`src/rtl/vasr_pkg.sv`:
```
// Shared constants and types for the voice activated segment recorder.
package vasr_pkg;

    // Samples per block unless the source marks an earlier end.
    localparam int BLOCK_LENGTH = 256;
    // Ring size in blocks; a power of two.
    localparam int RING_BLOCKS  = 8192;

    localparam int ENERGY_W   = 40;
    localparam int COUNT_W    = 12;
    localparam int NUM_W      = COUNT_W + 1;
    localparam int DIV_STEP_W = 6;
    localparam int MUL_A_W    = 32;
    localparam int MUL_B_W    = 17;
    localparam int MUL_P_W    = MUL_A_W + MUL_B_W;

    localparam logic [NUM_W-1:0]      BLOCK_LEN_N = NUM_W'(BLOCK_LENGTH);
    localparam logic [15:0]           RING_MASK   = 16'(RING_BLOCKS - 1);
    localparam logic [ENERGY_W-1:0]   ENERGY_MAX  = '1;
    localparam logic [DIV_STEP_W-1:0] DIV_LAST    = DIV_STEP_W'(ENERGY_W - 1);

    // Configuration register indexes.
    typedef enum logic [2:0] {
        REG_ATTACK_THRESHOLD  = 3'd0,
        REG_RELEASE_THRESHOLD = 3'd1,
        REG_SILENCE_BLOCKS    = 3'd2,
        REG_MAX_BLOCKS        = 3'd3,
        REG_SMOOTHING_ALPHA   = 3'd4
    } cfg_index_t;

    // Sequencer states.
    typedef enum logic [2:0] {
        ST_IDLE,
        ST_ACCUM,
        ST_DIV,
        ST_SQRT,
        ST_MUL1,
        ST_MUL2,
        ST_DECIDE
    } vasr_state_t;

endpackage

```
`src/rtl/vasr_channels.sv`:
```
// Valid/ready channel interfaces for samples in and block results out.

interface vasr_sample_if;
    logic        valid;
    logic        ready;
    logic [15:0] sample;
    logic        last_of_block;

    modport source (output valid, output sample, output last_of_block, input ready);
    modport sink   (input valid, input sample, input last_of_block, output ready);
endinterface

interface vasr_result_if;
    logic        valid;
    logic        ready;
    logic [15:0] level;
    logic        recording_now;
    logic        write_valid;
    logic [12:0] write_slot;
    logic        segment_done;
    logic        segment_aborted;
    logic [15:0] segment_start;
    logic [15:0] segment_end;

    modport source (
        output valid, output level, output recording_now, output write_valid,
        output write_slot, output segment_done, output segment_aborted,
        output segment_start, output segment_end, input ready
    );
    modport sink (
        input valid, input level, input recording_now, input write_valid,
        input write_slot, input segment_done, input segment_aborted,
        input segment_start, input segment_end, output ready
    );
endinterface

```
`src/rtl/voice_activated_segment_recorder_unit.sv`:
```
// Voice activated segment recorder: block RMS level, smoothing and segment control.
//
// Each sample transfer is accepted, then squared and added through the shared
// multiplier; no new sample is taken until the block is back in idle. The sample
// that ends a block then passes through an accept, an accumulate, 40 restoring
// division steps of the energy by the sample count, 16 square root steps (both on
// one shared subtractor), the smoothing multiplies MUL1 and MUL2 on the shared
// 32x17 multiplier and a decision state that loads the result register. The
// result register holds one result; a block end waits in the decision state only
// while an earlier result is still not taken. Configuration writes take effect at
// once; the user must see that they are made while the block is idle; the block
// itself does not enforce this.
module voice_activated_segment_recorder_unit
    import vasr_pkg::*;
(
    input  logic                 clk,
    input  logic                 rst_n,
    vasr_sample_if.sink          samples,
    vasr_result_if.source        results,
    input  logic                 cfg_we,
    input  logic [2:0]           cfg_index,
    input  logic [15:0]          cfg_data
);

    // Configuration registers.
    logic [15:0] attack_reg;
    logic [15:0] release_reg;
    logic [11:0] silence_reg;
    logic [11:0] max_reg;
    logic [15:0] alpha_reg;

    // Sequencer.
    vasr_state_t state_reg, state_next;
    logic [DIV_STEP_W-1:0] step_reg, step_next;

    // Block state.
    logic [ENERGY_W-1:0] energy_reg, energy_next;
    logic [COUNT_W-1:0]  count_reg, count_next;
    logic [31:0]         level_reg, level_next;
    logic                recording_reg, recording_next;
    logic [15:0]         start_reg, start_next;
    logic [15:0]         current_reg, current_next;
    logic [15:0]         silence_pt_reg, silence_pt_next;

    // Working registers.
    logic [16:0]         mag_reg, mag_next;
    logic                last_reg, last_next;
    logic [NUM_W-1:0]    num_reg, num_next;
    logic [ENERGY_W-1:0] dvd_reg, dvd_next;
    logic [NUM_W-1:0]    rem_reg, rem_next;
    logic [31:0]         rad_reg, rad_next;
    logic [31:0]         root_reg, root_next;
    logic [31:0]         bit_reg, bit_next;
    logic [MUL_P_W-1:0]  prod_reg, prod_next;

    // Result register.
    logic        out_valid_reg, out_valid_next;
    logic [15:0] out_level_reg, out_level_next;
    logic        out_rec_reg, out_rec_next;
    logic        out_wv_reg, out_wv_next;
    logic [12:0] out_slot_reg, out_slot_next;
    logic        out_done_reg, out_done_next;
    logic        out_abort_reg, out_abort_next;
    logic [15:0] out_start_reg, out_start_next;
    logic [15:0] out_end_reg, out_end_next;

    // Shared units.
    logic [MUL_A_W-1:0] mul_a;
    logic [MUL_B_W-1:0] mul_b;
    logic [MUL_P_W-1:0] mul_p;
    logic [31:0]        sub_a;
    logic [31:0]        sub_b;
    logic [32:0]        sub_d;
    logic               sub_ge;

    // Derived terms.
    logic [NUM_W-1:0]    num_inc;
    logic                block_end;
    logic [ENERGY_W:0]   energy_sum;
    logic [ENERGY_W-1:0] energy_sat;
    logic                result_free;
    logic signed [16:0]  sample_ext;

    assign mul_p  = MUL_P_W'(mul_a) * MUL_P_W'(mul_b);
    assign sub_d  = {1'b0, sub_a} - {1'b0, sub_b};
    assign sub_ge = ~sub_d[32];

    assign num_inc     = NUM_W'(count_reg) + NUM_W'(1);
    assign block_end   = last_reg || (num_inc >= BLOCK_LEN_N);
    assign energy_sum  = {1'b0, energy_reg} + (ENERGY_W + 1)'(mul_p);
    assign energy_sat  = energy_sum[ENERGY_W] ? ENERGY_MAX : energy_sum[ENERGY_W-1:0];
    assign result_free = ~out_valid_reg || results.ready;
    assign sample_ext  = 17'(signed'(samples.sample));

    assign samples.ready = (state_reg == ST_IDLE);

    assign results.valid           = out_valid_reg;
    assign results.level           = out_level_reg;
    assign results.recording_now   = out_rec_reg;
    assign results.write_valid     = out_wv_reg;
    assign results.write_slot      = out_slot_reg;
    assign results.segment_done    = out_done_reg;
    assign results.segment_aborted = out_abort_reg;
    assign results.segment_start   = out_start_reg;
    assign results.segment_end     = out_end_reg;

    // Configuration writes.
    always_ff @(posedge clk or negedge rst_n)
    begin
        if (!rst_n)
        begin
            attack_reg  <= 16'd1638;
            release_reg <= 16'd328;
            silence_reg <= 12'd170;
            max_reg     <= 12'd1000;
            alpha_reg   <= 16'd4588;
        end
        else if (cfg_we)
        begin
            case (cfg_index)
                REG_ATTACK_THRESHOLD:  attack_reg  <= cfg_data;
                REG_RELEASE_THRESHOLD: release_reg <= cfg_data;
                REG_SILENCE_BLOCKS:    silence_reg <= cfg_data[11:0];
                REG_MAX_BLOCKS:        max_reg     <= cfg_data[11:0];
                REG_SMOOTHING_ALPHA:   alpha_reg   <= cfg_data;
                default:               ;
            endcase
        end
    end

    // Next state of the sequencer.
    always_comb
    begin
        state_next = state_reg;
        case (state_reg)
            ST_IDLE:   if (samples.valid) state_next = ST_ACCUM;
            ST_ACCUM:  state_next = block_end ? ST_DIV : ST_IDLE;
            ST_DIV:    if (step_reg == '0) state_next = ST_SQRT;
            ST_SQRT:   if (bit_reg[0]) state_next = ST_MUL1;
            ST_MUL1:   state_next = ST_MUL2;
            ST_MUL2:   state_next = ST_DECIDE;
            ST_DECIDE: if (result_free) state_next = ST_IDLE;
            default:   state_next = ST_IDLE;
        endcase
    end

    // Datapath and result updates for each state.
    always_comb
    begin
        logic        rec;
        logic [15:0] cb;
        logic [15:0] sb;
        logic [15:0] sil;
        logic [15:0] slot_full;
        logic [15:0] seg_end;
        logic [49:0] acc;
        logic        wv;
        logic        dn;
        logic        ab;
        logic [15:0] ss;
        logic [15:0] se;
        logic [12:0] ws;

        step_next       = step_reg;
        energy_next     = energy_reg;
        count_next      = count_reg;
        level_next      = level_reg;
        recording_next  = recording_reg;
        start_next      = start_reg;
        current_next    = current_reg;
        silence_pt_next = silence_pt_reg;
        mag_next        = mag_reg;
        last_next       = last_reg;
        num_next        = num_reg;
        dvd_next        = dvd_reg;
        rem_next        = rem_reg;
        rad_next        = rad_reg;
        root_next       = root_reg;
        bit_next        = bit_reg;
        prod_next       = prod_reg;
        out_valid_next  = out_valid_reg && !results.ready;
        out_level_next  = out_level_reg;
        out_rec_next    = out_rec_reg;
        out_wv_next     = out_wv_reg;
        out_slot_next   = out_slot_reg;
        out_done_next   = out_done_reg;
        out_abort_next  = out_abort_reg;
        out_start_next  = out_start_reg;
        out_end_next    = out_end_reg;
        mul_a           = '0;
        mul_b           = '0;
        sub_a           = '0;
        sub_b           = '0;
        rec             = recording_reg;
        cb              = current_reg;
        sb              = start_reg;
        sil             = silence_pt_reg;
        slot_full       = '0;
        seg_end         = '0;
        acc             = '0;
        wv              = 1'b0;
        dn              = 1'b0;
        ab              = 1'b0;
        ss              = '0;
        se              = '0;
        ws              = '0;

        case (state_reg)
            // Take the sample transfer and keep its magnitude.
            ST_IDLE:
            begin
                if (samples.valid)
                begin
                    mag_next  = sample_ext[16] ? 17'(-sample_ext) : 17'(sample_ext);
                    last_next = samples.last_of_block;
                end
            end

            // Square and add, then either count the sample or start the mean.
            ST_ACCUM:
            begin
                mul_a = MUL_A_W'(mag_reg);
                mul_b = mag_reg;
                if (block_end)
                begin
                    energy_next = '0;
                    count_next  = '0;
                    dvd_next    = energy_sat;
                    rem_next    = '0;
                    num_next    = num_inc;
                    step_next   = DIV_LAST;
                end
                else
                begin
                    energy_next = energy_sat;
                    count_next  = num_inc[COUNT_W-1:0];
                end
            end

            // One quotient bit per cycle of energy over sample count.
            ST_DIV:
            begin
                sub_a = 32'({rem_reg, dvd_reg[ENERGY_W-1]});
                sub_b = 32'(num_reg);
                if (sub_ge)
                    rem_next = sub_d[NUM_W-1:0];
                else
                    rem_next = {rem_reg[NUM_W-2:0], dvd_reg[ENERGY_W-1]};
                dvd_next  = {dvd_reg[ENERGY_W-2:0], sub_ge};
                step_next = step_reg - DIV_STEP_W'(1);
                if (step_reg == '0)
                begin
                    rad_next  = dvd_next[31:0];
                    root_next = '0;
                    bit_next  = 32'h4000_0000;
                end
            end

            // One root bit per cycle.
            ST_SQRT:
            begin
                sub_a = rad_reg;
                sub_b = root_reg + bit_reg;
                if (sub_ge)
                begin
                    rad_next  = sub_d[31:0];
                    root_next = (root_reg >> 1) + bit_reg;
                end
                else
                begin
                    root_next = root_reg >> 1;
                end
                bit_next = bit_reg >> 2;
            end

            // Old level times the complement of alpha.
            ST_MUL1:
            begin
                mul_a     = level_reg;
                mul_b     = MUL_B_W'(17'h1_0000 - {1'b0, alpha_reg});
                prod_next = mul_p;
            end

            // New RMS times alpha, add and round half up.
            ST_MUL2:
            begin
                mul_a      = MUL_A_W'(root_reg[15:0]);
                mul_b      = {1'b0, alpha_reg};
                acc        = 50'(prod_reg) + (50'(mul_p) << 16) + 50'(32768);
                level_next = acc[47:16];
            end

            // Segment control and result load.
            ST_DECIDE:
            begin
                if (!rec && (level_reg > {attack_reg, 16'h0000}))
                begin
                    rec = 1'b1;
                    cb  = sb;
                    sil = sb;
                end
                if (rec)
                begin
                    wv        = 1'b1;
                    slot_full = cb & RING_MASK;
                    ws        = slot_full[12:0];
                    cb        = cb + 16'd1;
                    if (level_reg > {release_reg, 16'h0000})
                        sil = cb;
                    if ((cb - sb) > {4'h0, max_reg})
                    begin
                        rec = 1'b0;
                        ab  = 1'b1;
                        cb  = sb;
                        sil = sb;
                    end
                    else if ((cb - sil) > {4'h0, silence_reg})
                    begin
                        rec     = 1'b0;
                        dn      = 1'b1;
                        seg_end = cb - {4'h0, silence_reg};
                        ss      = sb;
                        se      = seg_end;
                        sb      = seg_end;
                        sil     = seg_end;
                        cb      = seg_end;
                    end
                end
                if (result_free)
                begin
                    recording_next  = rec;
                    current_next    = cb;
                    start_next      = sb;
                    silence_pt_next = sil;
                    out_valid_next  = 1'b1;
                    out_level_next  = level_reg[31:16];
                    out_rec_next    = rec;
                    out_wv_next     = wv;
                    out_slot_next   = ws;
                    out_done_next   = dn;
                    out_abort_next  = ab;
                    out_start_next  = ss;
                    out_end_next    = se;
                end
            end

            default: ;
        endcase
    end

    // Control and block state registers.
    always_ff @(posedge clk or negedge rst_n)
    begin
        if (!rst_n)
        begin
            state_reg      <= ST_IDLE;
            step_reg       <= '0;
            energy_reg     <= '0;
            count_reg      <= '0;
            level_reg      <= '0;
            recording_reg  <= 1'b0;
            start_reg      <= '0;
            current_reg    <= '0;
            silence_pt_reg <= '0;
            out_valid_reg  <= 1'b0;
        end
        else
        begin
            state_reg      <= state_next;
            step_reg       <= step_next;
            energy_reg     <= energy_next;
            count_reg      <= count_next;
            level_reg      <= level_next;
            recording_reg  <= recording_next;
            start_reg      <= start_next;
            current_reg    <= current_next;
            silence_pt_reg <= silence_pt_next;
            out_valid_reg  <= out_valid_next;
        end
    end

    // Working and result payload registers.
    always_ff @(posedge clk)
    begin
        mag_reg       <= mag_next;
        last_reg      <= last_next;
        num_reg       <= num_next;
        dvd_reg       <= dvd_next;
        rem_reg       <= rem_next;
        rad_reg       <= rad_next;
        root_reg      <= root_next;
        bit_reg       <= bit_next;
        prod_reg      <= prod_next;
        out_level_reg <= out_level_next;
        out_rec_reg   <= out_rec_next;
        out_wv_reg    <= out_wv_next;
        out_slot_reg  <= out_slot_next;
        out_done_reg  <= out_done_next;
        out_abort_reg <= out_abort_next;
        out_start_reg <= out_start_next;
        out_end_reg   <= out_end_next;
    end

endmodule
```
`src/flat_wrapper.sv`:
```
// flat-port wrapper written by rule: the top's interface ports become plain ports
module voice_activated_segment_recorder_unit_flat import vasr_pkg::*;
  (clk, rst_n, cfg_we, cfg_index, cfg_data, samples_valid, samples_sample, samples_last_of_block, samples_ready, results_valid, results_level, results_recording_now, results_write_valid, results_write_slot, results_segment_done, results_segment_aborted, results_segment_start, results_segment_end, results_ready);
  vasr_sample_if samples_i ();
  vasr_result_if results_i ();
  input  logic clk;
  input  logic rst_n;
  input  logic cfg_we;
  input  logic [2:0] cfg_index;
  input  logic [15:0] cfg_data;
  input wire logic [$bits(samples_i.valid)-1:0] samples_valid;
  input wire logic [$bits(samples_i.sample)-1:0] samples_sample;
  input wire logic [$bits(samples_i.last_of_block)-1:0] samples_last_of_block;
  output wire logic [$bits(samples_i.ready)-1:0] samples_ready;
  output wire logic [$bits(results_i.valid)-1:0] results_valid;
  output wire logic [$bits(results_i.level)-1:0] results_level;
  output wire logic [$bits(results_i.recording_now)-1:0] results_recording_now;
  output wire logic [$bits(results_i.write_valid)-1:0] results_write_valid;
  output wire logic [$bits(results_i.write_slot)-1:0] results_write_slot;
  output wire logic [$bits(results_i.segment_done)-1:0] results_segment_done;
  output wire logic [$bits(results_i.segment_aborted)-1:0] results_segment_aborted;
  output wire logic [$bits(results_i.segment_start)-1:0] results_segment_start;
  output wire logic [$bits(results_i.segment_end)-1:0] results_segment_end;
  input wire logic [$bits(results_i.ready)-1:0] results_ready;
  assign samples_i.valid = samples_valid;
  assign samples_i.sample = samples_sample;
  assign samples_i.last_of_block = samples_last_of_block;
  assign samples_ready = samples_i.ready;
  assign results_valid = results_i.valid;
  assign results_level = results_i.level;
  assign results_recording_now = results_i.recording_now;
  assign results_write_valid = results_i.write_valid;
  assign results_write_slot = results_i.write_slot;
  assign results_segment_done = results_i.segment_done;
  assign results_segment_aborted = results_i.segment_aborted;
  assign results_segment_start = results_i.segment_start;
  assign results_segment_end = results_i.segment_end;
  assign results_i.ready = results_ready;
  voice_activated_segment_recorder_unit u_core (.clk(clk), .rst_n(rst_n), .samples(samples_i), .results(results_i), .cfg_we(cfg_we), .cfg_index(cfg_index), .cfg_data(cfg_data));
endmodule
```
`config.mk`:
```
export PLATFORM = sky130hd
export DESIGN_NAME = voice_activated_segment_recorder_unit_flat
export DESIGN_NICKNAME = d
export VERILOG_FILES = /design/src/rtl/vasr_pkg.sv /design/src/rtl/vasr_channels.sv /design/src/rtl/voice_activated_segment_recorder_unit.sv /design/src/flat_wrapper.sv
export SDC_FILE = /design/constraint.sdc
export NUM_CORES = 2
export LEC_CHECK = 0
export ABC_AREA = 0
export BUFFER_PORTS_ARGS = -buffer_cell sky130_fd_sc_hd__buf_4
export CELL_PAD_IN_SITES_DETAIL_PLACEMENT = 1
export CELL_PAD_IN_SITES_GLOBAL_PLACEMENT = 1
export CORE_UTILIZATION = 55
export CTS_BUF_LIST = sky130_fd_sc_hd__clkbuf_8
export DETAILED_ROUTE_END_ITERATION = 10
export HOLD_SLACK_MARGIN = 0.08
export PLACE_DENSITY_LB_ADDON = 0.1
export SYNTH_ARGS = -nofsm -noshare
export SYNTH_HDL_FRONTEND = slang
export SYNTH_SLANG_ARGS = --single-unit
export TNS_END_PERCENT = 20
```
`constraint.sdc`:
```
create_clock -name clk -period 24.7 [get_ports clk]
set_input_delay 2.47 -clock clk [delete_from_list [all_inputs] [get_ports clk]]
set_output_delay 2.47 -clock clk [all_outputs]
set_load 0.05 [all_outputs]
```
# Yosys cells after proc, flatten, opt, wreduce, memory -nomap -nowiden
# Index checks and enable logic that the tools add are counted.
[totals]
register_bits = 508
out_inout_bits = 67
wordCells = 151
input_bits = 41
[op_classes]
eq_ne = 16
n_mul = 1
order_cmp = 5
reduce_logical = 26
n_bitwise = 5
addsub = 14
muxes = 51
[op_table]
columns = ["op", "n"]
rows = [
  ["$pmux W32 S2", 5],
  ["$mux W16", 12],
  ["$mux W32", 5],
  ["$mux W40", 3],
  ["$pmux W32 S3", 1],
  ["$pmux W40 S2", 1],
  ["$gt A32 B32 Y1", 2],
  ["$pmux W17 S3", 1],
  ["$add A48 B16 Y48 const B", 1],
  ["$add A48 B48 Y48", 1],
  ["$mul A32 B17 Y48", 1],
  ["$add A40 B41 Y41", 1],
  ["$sub A32 B32 Y33", 1],
  ["$add A31 B32 Y32", 1],
  ["$add A32 B32 Y32", 1],
  ["$gt A16 B12 Y1", 2],
  ["$sub A16 B16 Y16", 2],
  ["$mux W13", 2],
  ["$pmux W13 S2", 1],
  ["$pmux W3 S7", 1],
  ["$reduce_and A2 Y1", 10],
  ["$neg A16 Y17", 1],
  ["$sub A17 B16 Y17 const A", 1],
  ["$add A16 B1 Y16 const B", 1],
  ["28 further kinds", 60],
]

# Longest topological paths before layout
[logic_depth]
word_depth = 13
mapped_depth = 46
depth_no_buf = 45

# Worst setup path after synthesis
# OpenSTA, ideal clock, no wires.
[synth_timing]
path_kind = "register -> register"
start = "reg u_core.state_reg[0]"
end = "reg u_core.dvd_reg[37] (data pin)"
n_path_buf = 2
path_stages_with_launch = 43
arrival_ns = 10.015
required_time_ns = 24.440
setup_slack_ns = 14.425
cell_sequence = "dfrtp_1 > clkinv_1 > nor2_1 > clkbuf_1 > nand2_1 > a21oi_1 > clkbuf_1 > nand2_1 > fa_1 > inv_1 > fa_1 > inv_1 > fa_1 > inv_1 > fa_1 > fa_1 > inv_1 > fa_1 > [... 7 more ...] > o21a_1 > o21ai_0 > nand2b_1 > a21o_1 > a21oi_1 > xnor2_1 > ha_1 > a21o_1 > a21o_1 > a21oi_1 > o41ai_1 > a21oi_1 > nor3_1 > o31ai_2 > a21boi_0 > or3_1 > a21o_1 > mux2_2"
[synth_between]
elab_chain_len = 7
word_cells_on_any_way = 11
classes_between = "add/sub: 1; mul: 1; eq/ne: 4; mux: 5"
[synth_lines]
columns = ["item", "line", "text"]
rows = [
  ["start: declaration", "voice_activated_segment_recorder_unit.sv:33", "vasr_state_t state_reg, state_next;"],
  ["start signal: assignment", "voice_activated_segment_recorder_unit.sv:369", "state_reg <= state_next;"],
  ["$eq A3 B3 Y1, or another cell as far along", "--", ""],
  ["$pmux W32 S3 or $pmux W17 S3 (tied branches)", "voice_activated_segment_recorder_unit.sv:208", "case (state_reg)"],
  ["$mul A32 B17 Y48 (*)", "voice_activated_segment_recorder_unit.sv:84", "assign mul_p = MUL_P_W'(mul_a) * MUL_P_W'(mul_b);"],
  ["via u_core.mul_p[26]", "voice_activated_segment_recorder_unit.sv:70", "logic [MUL_P_W-1:0] mul_p;"],
  ["$add A40 B41 Y41 (*)", "voice_activated_segment_recorder_unit.sv:90", "assign energy_sum = {1'b0, energy_reg} + (ENERGY_W + 1)'(mul_p);"],
  ["$mux W40 (*)", "voice_activated_segment_recorder_unit.sv:91", "assign energy_sat = energy_sum[ENERGY_W] ? ENERGY_MAX : energy_sum[ENERGY_W-1:0];"],
  ["$mux W40 (*)", "voice_activated_segment_recorder_unit.sv:224", "if (block_end)"],
  ["$pmux W40 S2 (*)", "voice_activated_segment_recorder_unit.sv:208", ""],
  ["via u_core.dvd_next[37]", "voice_activated_segment_recorder_unit.sv:49", "logic [ENERGY_W-1:0] dvd_reg, dvd_next;"],
  ["end signal: assignment", "voice_activated_segment_recorder_unit.sv:388", "dvd_reg <= dvd_next;"],
  ["end: declaration", "voice_activated_segment_recorder_unit.sv:49", ""],
]
# Mark *: on every way through the listed nets, which the timed path passes. The rest lies on a longest branch. The select of a mux whose other input is x is not followed.
# A chain may end at the register's enable or synchronous reset.

# Worst setup path in the final report
# Ends and elaborated chain as after synthesis.

==> flow_summary.html <==
<table>
<tr><th>Metric</th><th>Value</th></tr>
<tr><th colspan="2">Layout</th></tr>
<tr><td>Storage element area</td><td>0.01328 sq mm</td></tr>
<tr><td>Top library cells by usage in the layout, fill and taps aside</td><td>nand2_1 (873), inv_1 (682), fa_1 (454), nor2_1 (382), ha_1 (360)</td></tr>
<tr><td>Final net count</td><td>6197</td></tr>
<tr><td>Proportion of layout cells with a drive suffix above 1</td><td>8.550%</td></tr>
<tr><td>Filler cells</td><td>9998</td></tr>
<tr><td>Utilization after layout</td><td>60.42%</td></tr>
<tr><td>Area of all placed cells without fillers</td><td>0.05152 sq mm</td></tr>
<tr><td>Most common cell after layout, fill and taps aside</td><td>nand2_1</td></tr>
<tr><td>Count of placed standard cells in the final layout, fillers left out</td><td>6561</td></tr>
<tr><td>Multi-input logic area</td><td>0.03104 sq mm</td></tr>
<tr><td>Signed area change from the synthesized netlist to the final layout</td><td>8.674%</td></tr>
<tr><th colspan="2">Clock network</th></tr>
<tr><td>Number of CTS-inserted buffers</td><td>86</td></tr>
<tr><td>Number of levels the H-tree was split into</td><td>3</td></tr>
<tr><td>Number of buffers inserted for hold repair after clock tree synthesis</td><td>0</td></tr>
<tr><td>Clock tree from TritonCTS</td><td>built</td></tr>
<tr><td>Num Clock Sinks</td><td>477</td></tr>
<tr><td>Root buf cell</td><td>clkbuf_8</td></tr>
<tr><td>Clock latency of the later-clocked register in the worst-skew pair</td><td>760 ps</td></tr>
<tr><td>Cells resized by post-CTS repair</td><td>0</td></tr>
<tr><td>Buffers inserted during post-CTS setup optimization</td><td>0</td></tr>
<tr><td>Reg clk slew, reported paths</td><td>60 ps</td></tr>
<tr><td>Clk buf depth</td><td>3</td></tr>
<tr><th colspan="2">STA</th></tr>
<tr><td>Rel. slew slack</td><td>24.75%</td></tr>
<tr><td>Final setup viols</td><td>0</td></tr>
<tr><td>Total count of max-transition violations in the final report</td><td>0</td></tr>
<tr><td>Transition at the pin with the smallest max-transition slack</td><td>1125 ps</td></tr>
<tr><td>Endpoints failing hold</td><td>0</td></tr>
<tr><td>Final cycle utilization of the critical path</td><td>49.58%</td></tr>
<tr><td>Maximum clock rate</td><td>81.66 MHz</td></tr>
<tr><td>Setup repair after global routing missed its margin</td><td>no</td></tr>
<tr><td>Min cycle time layout</td><td>12250 ps</td></tr>
<tr><td>Worst Clk Skew</td><td>67.88 ps</td></tr>
<tr><td>Post-route setup TNS</td><td>0 ps</td></tr>
<tr><td>Hold Worst Slack</td><td>477.9 ps</td></tr>
<tr><th colspan="2">Worst setup path</th></tr>
<tr><td>Startpoint kind of the worst setup timing path</td><td>register</td></tr>
<tr><td>FF-to-FF setup slack</td><td>12450 ps</td></tr>
<tr><td>Cell repeated most along the worst path</td><td>fa_1</td></tr>
<tr><td>Critical Path Sink Type</td><td>register</td></tr>
<tr><td>Critical path's largest stage delay</td><td>840 ps</td></tr>
<tr><td>Critical-path top delay cell</td><td>a21oi_4</td></tr>
<tr><td>Worst Path Buf+Inv</td><td>8</td></tr>
<tr><td>Cell type group with the largest total delay on the critical path</td><td>compound AO/OA/AOI/OAI gates</td></tr>
<tr><td>CP arrival</td><td>12710 ps</td></tr>
<tr><td>Startpoint-to-endpoint class of the critical path</td><td>reg -&gt; reg</td></tr>
<tr><td>Terminus of the critical flop-to-flop path</td><td>u_core.dvd_reg[37]</td></tr>
<tr><td>Worst Reg2Reg Path Length in Cells</td><td>42</td></tr>
<tr><td>Number of cells on the critical path</td><td>42</td></tr>
<tr><td>Critical path data required time</td><td>25170 ps</td></tr>
<tr><td>Critical path peak fanout</td><td>39</td></tr>
<tr><td>Beginning of the worst register-to-register path</td><td>u_core.state_reg[0]</td></tr>
<tr><th colspan="2">Global routing</th></tr>
<tr><td>GRT met1 Usage</td><td>47.95%</td></tr>
<tr><td>Combined global-route utilization of all metal layers</td><td>37.27%</td></tr>
<tr><td>Total overflow reported by the global router</td><td>0</td></tr>
<tr><td>Most used routing layer</td><td>met2</td></tr>
<tr><td>Number of global-route vias before repair</td><td>43.11k</td></tr>
<tr><td>Maximum number of pins on one net before global-route repair</td><td>80</td></tr>
<tr><td>First-pass GRT wire length</td><td>248800 um</td></tr>
<tr><td>Antenna violations before repair</td><td>5</td></tr>
<tr><td>Met2 track utilization from global routing</td><td>60.78%</td></tr>
<tr><td>Met3 Usage GRT</td><td>6.067%</td></tr>
<tr><th colspan="2">Floorplanning</th></tr>
<tr><td>Num rows</td><td>107</td></tr>
<tr><td>Die H</td><td>295.6 um</td></tr>
<tr><td>Die W</td><td>295.6 um</td></tr>
<tr><td>Initial core utilization</td><td>55.60%</td></tr>
<tr><td>Placeable core area</td><td>0.08528 sq mm</td></tr>
<tr><td>Boundary Pins</td><td>108</td></tr>
<tr><td>Area enclosed by the die boundary</td><td>0.08738 sq mm</td></tr>
<tr><th colspan="2">Yosys</th></tr>
<tr><td>Post-Syn Area per Cell</td><td>8.988 sq um</td></tr>
<tr><td>Synth area leaders</td><td>fa_1 (19%), edfxtp_1 (17%), dfrtp_1 (10%)</td></tr>
<tr><td>Cell count after synthesis</td><td>5275</td></tr>
<tr><td>Post-synthesis sequential area ratio</td><td>28.01%</td></tr>
<tr><td>Post-synthesis cell area</td><td>0.04741 sq mm</td></tr>
<tr><td>Synth top area share</td><td>19.17%</td></tr>
<tr><td>Share of async-settable or async-resettable flops after synthesis</td><td>45.07%</td></tr>
<tr><td>Total of warnings raised by yosys</td><td>0</td></tr>
<tr><td>Library cells used by synthesis</td><td>91</td></tr>
<tr><td>Count of flip-flops with a built-in enable after synthesis</td><td>262</td></tr>
<tr><td>Number of register bits inferred by synthesis</td><td>477</td></tr>
<tr><td>Yosys top cell by area</td><td>fa_1</td></tr>
<tr><td>Most common flop cell mapped by yosys</td><td>edfxtp_1</td></tr>
<tr><td>Synthesized net count</td><td>6130</td></tr>
<tr><th colspan="2">Power and ir drop</th></tr>
<tr><td>Leak Pwr</td><td>23.99 nW</td></tr>
<tr><td>Worst IR drop on VDD</td><td>0.03980 mV</td></tr>
<tr><td>Total power density per cell area</td><td>35.91 mW/mm^2</td></tr>
<tr><th colspan="2">Outcome</th></tr>
<tr><td>Result of the run</td><td>finished clean</td></tr>
<tr><th colspan="2">Detailed routing</th></tr>
<tr><td>Via count of the routed design</td><td>40.51k</td></tr>
<tr><td>Antenna Nets Post-Route</td><td>0</td></tr>
<tr><td>Post-detailed-route wirelength per cell</td><td>24.42 um</td></tr>
<tr><td>Final wirelength</td><td>160200 um</td></tr>
<tr><td>Via-to-Cell Ratio</td><td>6.175</td></tr>
<tr><td>Number of design-rule violations left by the first detailed-router iteration</td><td>3282</td></tr>
<tr><td>Drt pass-1 iters</td><td>5</td></tr>
<tr><td>Drt drc</td><td>0</td></tr>
<tr><th colspan="2">Run</th></tr>
<tr><td>Number of maximum-capacitance violations</td><td>0</td></tr>
<tr><th colspan="2">Place</th></tr>
<tr><td>Number of placed instances, taps included</td><td>6398</td></tr>
<tr><td>DP HPWL</td><td>121400 um</td></tr>
<tr><td>Final estimated routing congestion in global placement</td><td>0.9401</td></tr>
<tr><td>Cell Area, Placed</td><td>0.04963 sq mm</td></tr>
<tr><td>Count of port buffers added during placement</td><td>107</td></tr>
<tr><th colspan="2">Worst hold path</th></tr>
<tr><td>Class of the worst hold path</td><td>reg -&gt; reg</td></tr>
<tr><td>Worst-case hold path end point</td><td>u_core.energy_reg[0]</td></tr>
<tr><td>Worst Hold Launch</td><td>u_core.energy_reg[0]</td></tr>
<tr><td>Hold Path Stages</td><td>2</td></tr>
</table>
## area by class of cell
type                    count  share of cell area [%]
inverters                 655                   4.779
clock inverters            61                  0.9981
repair buffers            187                   2.739
clock buffers             100                   2.671
well taps                1144                   2.778
flip-flops and latches    477                   25.78
multi-input cells        3935                   60.25
diodes                      2                0.009713
## tightest hold or removal path, stage by stage, from the launching register on
cell and delay, ps:
dfrtp_1 350, nand2_1 50, nand2_1 50
## metrics by stage
stage	setup slack, ps	power, mW
floorplan	14430	0.9723
global placement	13110	1.018
detailed placement	12650	1.027
CTS	12540	1.860
global route	11800	1.905
finish	12450	1.850
## metal layers
layer | part of all wire (%) | wire [um]
met5 | 0 | 0
met4 | 5.6 | 8952
met3 | 7.6 | 12250
met2 | 47 | 75320
met1 | 40 | 63670
## report_power, final
part / internal (mW) / leakage [nW] / total [mW] / switching, mW
Combinational: 0.0518 / 17.6 / 0.133 / 0.0813
Sequential: 0.866 / 5.31 / 0.882 / 0.0160
Clock: 0.458 / 1.08 / 0.835 / 0.377
## cells by family (layout without fill, tap and decap cells)
family	Yosys count	count (layout)	synth area share (%)
other cells	1	3	0.007909
compound gates	1039	1039	13.80
simple gates	1756	1756	16.32
fa+ha+maj	814	814	28.67
xor+xnor	267	267	4.932
mux	58	58	1.362
flops	477	477	28.01
buf+inv	863	1003	6.901
## synth_stat cells (37+ instances only)
master and n:
and3_1 37, o21ai_0 308, nand4_1 38, a21oi_1 258
nor2b_1 48, xnor2_1 165, nand3_1 94, nor2_1 383
ha_1 360, a31oi_1 47, xor2_1 102, nand2_1 875
and2_1 114, nor3_1 49, a21o_1 97, fa_1 454
inv_1 651, o21a_1 37, mux2_2 52, edfxtp_1 262
clkbuf_1 183, a211oi_1 41, dfrtp_1 189
## how the worst max path moves through the flow
stage / startpoint / slack [ps] / end
6_report: u_core.state_reg[0] / 12450 / u_core.dvd_reg[37]
4_1_cts: u_core.state_reg[0] / 12540 / u_core.dvd_reg[37]
5_1_grt: u_core.state_reg[0] / 11800 / u_core.dvd_reg[37]
2_1_floorplan: u_core.state_reg[0] / 14430 / u_core.dvd_reg[37]
3_5_place_dp: u_core.state_reg[0] / 12650 / u_core.dvd_reg[37]
3_3_place_gp: u_core.state_reg[0] / 13110 / u_core.dvd_reg[37]
(Power assumes the default switching activity.)
